### config.mk
export PLATFORM = sky130hd
export DESIGN_NAME = pps_mac
export DESIGN_NICKNAME = d
export VERILOG_FILES = /design/src/rtl/pps_mac.sv
export SDC_FILE = /design/constraint.sdc
export NUM_CORES = 1
export LEC_CHECK = 0
export BUFFER_PORTS_ARGS = -buffer_cell sky130_fd_sc_hd__buf_2
export CAP_MARGIN = 25
export CORE_MARGIN = 4
export CORE_UTILIZATION = 40
export DETAILED_ROUTE_END_ITERATION = 16
export HOLD_SLACK_MARGIN = 0.06
export SLEW_MARGIN = 20
export SYNTH_ARGS = -nofsm -noshare
export SYNTH_HDL_FRONTEND = slang
export SYNTH_SLANG_ARGS = --single-unit
### constraint.sdc
create_clock -name i_clk -period 7.3 [get_ports i_clk]
set_clock_uncertainty 0.1 [all_clocks]
set_input_delay 1.46 -clock i_clk [delete_from_list [all_inputs] [get_ports i_clk]]
set_output_delay 1.46 -clock i_clk [all_outputs]
set_load 0.05 [all_outputs]
### src/rtl/pps_mac.sv
module pps_mac #(
    parameter int AW = 16,
    parameter int BW = 12,
    parameter int RW = 29
) (
    input  logic          i_clk,
    input  logic          i_en,
    input  logic [AW-1:0] i_a,
    input  logic [BW-1:0] i_b,
    input  logic [RW-1:0] i_c,
    output logic [RW-1:0] o_acc
);

    logic [AW+BW-1:0] w_prod;
    logic [RW-1:0]    r_acc;
    logic [RW-1:0]    n_acc;

    assign w_prod = i_a * i_b;
    assign n_acc  = RW'(w_prod) + i_c;

    always_ff @(posedge i_clk) begin
        if (i_en) begin
            r_acc <= n_acc;
        end
    end

    assign o_acc = r_acc;

endmodule

==> reports/qor.log, run 1 <==
INFO  outcome        status=finished, final reports clean
INFO  layout         finalNetCount=1246
INFO  floorplan      floorplan_die_area=22600um2
INFO  sta            setup_repair_after_global_routing_missed_its_margin=false
INFO  global_route   grt_antenna_before_repair=0
INFO  route          drt-initial-drc-count=287
INFO  hold_path      min_path_type=in2reg
INFO  global_route   grt_max_degree=30
INFO  place          place.port_buffers=87
INFO  sta            relSlewSlack=55.7%
INFO  sta            final_period_minus_worst_setup_slack=6.43ns
INFO  layout         final_common_cell=sky130_fd_sc_hd__inv_1
INFO  cts            holdBufCountCts=0
INFO  layout         largest_register_ffs=29
INFO  cts            cts_resized=0
INFO  logic_synthesis synthesis.area=8100um2
INFO  cts            tritoncts.num_buffers=5
INFO  critical_path  critPathCaptureType=flip-flop
INFO  global_route   grt_pass1_wl=31.6mm
INFO  sta            finalCritPeriodShare=88.1%
INFO  sta            maxClockFrequency=0.156GHz
INFO  route          detailroute.via_count=5879
INFO  cts            cts-root-buf=sky130_fd_sc_hd__clkbuf_16
INFO  floorplan      start_util=41.1%
INFO  floorplan      fp.dieW=150um
INFO  route          drcViolationCount=0
INFO  run            max_cap_viol_count=0
INFO  cts            clk_transition_reported_paths=0.05ns
INFO  floorplan      rows=51
INFO  floorplan      floorplan.core_area=19700um2
INFO  critical_path  crit_top_cell=sky130_fd_sc_hd__fa_1
INFO  cts            cts_tree=built
INFO  layout         fin_util=45.0%
INFO  critical_path  cpMaxStageDelayCell=sky130_fd_sc_hd__fa_1
INFO  layout         drive_above_1_share=11.0%
INFO  logic_synthesis synth_cells=892
INFO  critical_path  slowest_delay=0.55ns
INFO  layout         layout.cells.most_common_list=246 x sky130_fd_sc_hd__inv_1, 167 x sky130_fd_sc_hd__fa_1, 107 x sky130_fd_sc_hd__nand2_1, 99 x sky130_fd_sc_hd__and2_1, 87 x sky130_fd_sc_hd__buf_2
INFO  layout         flow.area_growth_from_synthesis=9.53%
INFO  cts            cts_buffer_depth=2
INFO  critical_path  required=7.22ns
INFO  logic_synthesis postSynthRegisterBits=29
INFO  route          detail_route.wl_per_cell=15.0um
INFO  cts            clock_tree.htree_level_count=2
INFO  place          dpl.hpwl=15.5mm
INFO  sta            worst-slew-pin-transition=0.665ns
INFO  logic_synthesis synthDistinctLibCells=43
INFO  critical_path  timing.critical_path.fanout_max=16
INFO  critical_path  critical_path.startpoint_type=primary input
INFO  critical_path  worst_ep_arrival_time=6.35ns
INFO  cts            cts_setup_buffers=0
INFO  sta            hold_viol_final=0
INFO  sta            setup_viol=0
INFO  layout         antenna_cells=0
INFO  route          dr.pass1.iters=4
INFO  global_route   grt_pass1_vias=6568
INFO  logic_synthesis yosysWarningCount=0
INFO  global_route   gr-usage-all-layers=17.7%
INFO  logic_synthesis syn-mean-instance-area=9.08um2
INFO  sta            timing.final.max_slew_violations=0
INFO  logic_synthesis seq_area_frac_synth=10.8%
INFO  logic_synthesis syn-num-nets=1187
INFO  place          globalplace.congestion=0.838
INFO  floorplan      die_height=150um
INFO  floorplan      top_level_ports=88
INFO  global_route   gr-total-overflow=0
INFO  critical_path  worst_path_class_setup=in2reg
INFO  route          antenna_violating_nets_post_route=0
INFO  critical_path  timing.critical_path.cells=buf_2 -> nand2_1 -> fa_1 -> inv_1 -> fa_1 -> inv_1 -> fa_1 -> fa_1 -> fa_1 -> inv_1 -> ha_1 -> a21o_1 -> a21oi_1 -> o31ai_2 -> a31oi_1 -> o21ai_1 -> a21oi_1 -> xnor2_1
INFO  sta            setup_total_negative_slack=0ns
INFO  cts            cts.sinks=29
INFO  route          post_drt_via_cell_ratio=4.83
INFO  route          wl=18.3mm
[per-stage QoR]
| stage | cells | area (um2) | hold WS (ns) | worst slack [ns] |
|---|---|---|---|---|
| finish | 1217 | 8870 | 1.39 | 0.870 |
| global route | 1217 | 8870 | 1.39 | 0.570 |
| CTS | 1217 | 8870 | 1.38 | 0.886 |
| detailed placement | 1209 | 8730 | 1.67 | 0.600 |
| global placement | 1209 | 8730 | 1.67 | 0.616 |
| floorplan | 892 | 8100 | 1.47 | 0.920 |
[critical path: cells and delay by family]
family,cells,cell delay (ns)
simple gates,1,0.13
buf+inv,4,0.46
fa+ha+maj,6,2.88
compound gates,6,1.32
xor+xnor,1,0.08
[layout make-up]
cell class,instances,area (um2)
fill,1953,10800
clock buffer,5,125
inverter,246,923
sequential,29,871
tap,265,332
clock inverter,3,12.5
timing repair buffer,87,435
multi-input combinational,582,6170
[per-layer routing]
layer | wire length (um) | share of wire (%) | GRT usage (%) | vias to the layer above
met3 | 803 | 4.4 | 2.17 | 15
met5 | 0 | 0 | 0 | -
met4 | 231 | 1.3 | 2.74 | 0
li1 | - | - | - | 2752
met1 | 7180 | 39 | 21.2 | 2982
met2 | 10000 | 55 | 34.2 | 130
[cell usage after synthesis, drive strengths merged]
cell     number  share of area (%)
o2111ai       1               0.11
o21ai        12               0.74
edfxtp       29                 11
a31o          3               0.32
o311ai        1               0.11
ha           69                 11
a221o         1               0.12
clkbuf       35                1.6
nand3         8               0.49
o31ai         4               0.49
a2111oi       2               0.22
a21oi        24                1.5
and3          3               0.23
nor2         13               0.60
nand2       107                5.0
o211ai        3               0.34
a21o         17                1.6
and4          1               0.11
o21ba         1               0.12
o22a          1               0.11
a221oi        1               0.19
a211oi        1              0.093
and2         99                7.6
xor2          9               0.97
a31oi         3               0.23
and3b         1               0.11
or2           2               0.15
nand4         2               0.15
a311oi        1               0.19
or3           3               0.23
o21a          3               0.28
inv         246                 11
nor3          4               0.25
xnor2        14                1.5
fa          167                 41
nor2b         1              0.077
[cells by family (layout without fill, tap and decap cells)]
| family | after synthesis | after routing | share of synthesized area [%] |
|---|---|---|---|
| buffers and inverters | 281 | 341 | 13.0 |
| and+or+nand+nor | 244 | 244 | 15.0 |
| adders and majority gates | 236 | 236 | 51.9 |
| AOI/OAI and AO/OA | 79 | 79 | 6.78 |
| DFF | 29 | 29 | 10.8 |
| xor gates and xnor gates | 23 | 23 | 2.49 |
[path summary, 6_finish.rpt]
path / start / end / cells past startpoint
worst min-delay path: i_c[0] / o_acc[0]$_DFFE_PP_ / 2
worst max-delay path: i_b[3] / o_acc[27]$_DFFE_PP_ / 18
Power of run 1 is left out: the tool's default activity adds up to more than one toggle a clock period on the data nets, which glitch-free logic cannot reach.
==> inputs of run 2 (changes only) <==
Settings changed: CORE_ASPECT_RATIO set to 1.2.
==> reports/qor.log, run 2 (synthesis results as in run 1) <==
INFO  global_route   grt_max_degree=30 [unchanged]
INFO  route          detailroute.via_count=5950 [+1.2%]
INFO  place          placed_cells_incl_taps=1206 [-0.25%]
INFO  floorplan      floorplan_die_area=22600um2 [about the same]
INFO  critical_path  critPathCaptureType=flip-flop
INFO  cts            cts.sinks=29 [unchanged]
INFO  layout         finalNonFillerCells=1214 [-0.25%]
INFO  outcome        status=finished, final reports clean
INFO  critical_path  critical_path.startpoint_type=primary input
INFO  cts            cts_setup_buffers=0 [unchanged]
INFO  layout         drive_above_1_share=11.1% [+0.093 points]
INFO  sta            worst-slew-pin-transition=0.707ns [+0.0422 ns]
INFO  critical_path  required=7.22ns [about the same]
INFO  hold_path      min_path_type=in2reg
INFO  cts            holdBufCountCts=0 [unchanged]
INFO  cts            cts_resized=0 [unchanged]
INFO  layout         flow.area_growth_from_synthesis=9.87%
INFO  route          wl=18.9mm [+3.7%]
INFO  run            max_cap_viol_count=0 [unchanged]
INFO  layout         layout.cells.most_common_list=246 x sky130_fd_sc_hd__inv_1, 167 x sky130_fd_sc_hd__fa_1, 107 x sky130_fd_sc_hd__nand2_1, 99 x sky130_fd_sc_hd__and2_1, 87 x sky130_fd_sc_hd__buf_2
INFO  route          antenna_violating_nets_post_route=0 [unchanged]
INFO  hold_path      min_path_cells=2 [unchanged]
INFO  cts            cts_tree=built
INFO  route          drt-initial-drc-count=192 [-33%]
INFO  sta            hold_viol_final=0 [unchanged]
INFO  place          pre_cts_ws=0.600ns [-0.000241 ns]
INFO  cts            clock_tree.htree_level_count=2 [unchanged]
INFO  layout         finalNetCount=1247 [+0.080%]
INFO  route          post_drt_via_cell_ratio=4.90 [+1.5%]
INFO  critical_path  timing.critical_path.fanout_max=16 [unchanged]
INFO  floorplan      die_height=164um [+9.0%]
INFO  route          drcViolationCount=0 [unchanged]
INFO  floorplan      floorplan.core_area=19800um2 [+0.21%]
INFO  global_route   grt_pass1_vias=6605 [+0.56%]
INFO  sta            relSlewSlack=52.9% [-2.8 points]
INFO  sta            timing.final.ws_setup=0.886ns [+0.0156 ns]
INFO  place          globalplace.congestion=0.834 [-0.51%]
INFO  place          place.port_buffers=87 [unchanged]
INFO  global_route   gr-total-overflow=0 [unchanged]
INFO  layout         largest_register_ffs=29 [unchanged]
INFO  global_route   grt_antenna_before_repair=0 [unchanged]
INFO  route          detail_route.wl_per_cell=15.6um [+4.0%]
INFO  critical_path  worst_path_class_setup=in2reg
INFO  global_route   grt_pass1_wl=31.9mm [+0.96%]
INFO  sta            setup_viol=0 [unchanged]
INFO  sta            hold_ws=1.41ns [+0.0270 ns]
INFO  sta            setup_total_negative_slack=0ns [unchanged]
INFO  sta            finalCritPeriodShare=87.9% [-0.21 points]
INFO  cts            cts_buffer_depth=2 [unchanged]
INFO  place          dpl.hpwl=16.1mm [+3.9%]
INFO  floorplan      top_level_ports=88 [unchanged]
INFO  sta            timing.final.max_slew_violations=0 [unchanged]
INFO  route          dr.pass1.iters=4 [unchanged]
INFO  sta            final_period_minus_worst_setup_slack=6.41ns [-0.0156 ns]
INFO  floorplan      rows=56 [+9.8%]
INFO  sta            setup_repair_after_global_routing_missed_its_margin=false
INFO  floorplan      fp.dieW=138um [-8.2%]
INFO  sta            maxClockFrequency=0.156GHz [+0.24%]
INFO  cts            tritoncts.num_buffers=5 [unchanged]
INFO  layout         final_common_cell=sky130_fd_sc_hd__inv_1
INFO  cts            cts-root-buf=sky130_fd_sc_hd__clkbuf_16
INFO  critical_path  worst_ep_arrival_time=6.33ns [-0.02 ns]
INFO  cts            clk_transition_reported_paths=0.05ns [about the same]
INFO  floorplan      start_util=41.0% [-0.086 points]
INFO  global_route   gr-usage-all-layers=18.2% [+0.55 points]
INFO  layout         antenna_cells=0 [unchanged]
==> run 2: path summary, 6_finish.rpt <==
check	from	to	slack (ns)
worst min-delay path	i_c[0]	o_acc[0]$_DFFE_PP_	1.41
worst max-delay path	i_b[0]	o_acc[27]$_DFFE_PP_	0.89
==> run 2: routing by layer <==
| layer | global-route usage [%] | wire length [um] |
|---|---|---|
| met5 | 0 | 0 |
| met4 | 4.81 | 510 |
| met3 | 2.05 | 626 |
| met2 | 36.3 | 10800 |
| met1 | 20.1 | 7050 |
==> run 2: cell type report <==
| cell class | instances | area, um2 |
|---|---|---|
| inverter | 246 | 923 |
| timing repair buffer | 88 | 443 |
| fill | 2018 | 10900 |
| multi-input combinational | 582 | 6170 |
| clock inverter | 2 | 33.8 |
| tap | 261 | 327 |
| sequential | 29 | 871 |
| clock buffer | 6 | 129 |
==> run 2: worst max-delay path, cell delays in order <==
cell	delay (ns)
sky130_fd_sc_hd__buf_2	0.18
sky130_fd_sc_hd__and2_1	0.20
sky130_fd_sc_hd__fa_1	0.53
sky130_fd_sc_hd__inv_1	0.05
sky130_fd_sc_hd__fa_1	0.47
sky130_fd_sc_hd__inv_1	0.05
sky130_fd_sc_hd__fa_1	0.50
sky130_fd_sc_hd__inv_1	0.06
sky130_fd_sc_hd__fa_1	0.49
sky130_fd_sc_hd__fa_1	0.49
sky130_fd_sc_hd__inv_1	0.05
sky130_fd_sc_hd__ha_1	0.34
sky130_fd_sc_hd__a21o_2	0.23
sky130_fd_sc_hd__a221oi_2	0.36
sky130_fd_sc_hd__o31ai_2	0.16
sky130_fd_sc_hd__a31oi_1	0.35
sky130_fd_sc_hd__o21ai_1	0.10
sky130_fd_sc_hd__a21oi_1	0.17
sky130_fd_sc_hd__xnor2_1	0.08
==> run 2: metrics by stage <==
stage,cell area [um2],util [%]
floorplan,8100,-
global placement,8740,44.2
detailed placement,8740,44.2
CTS,8900,45.0
global route,8900,45.0
finish,8900,45.0
Power of run 2 is left out for the same reason.
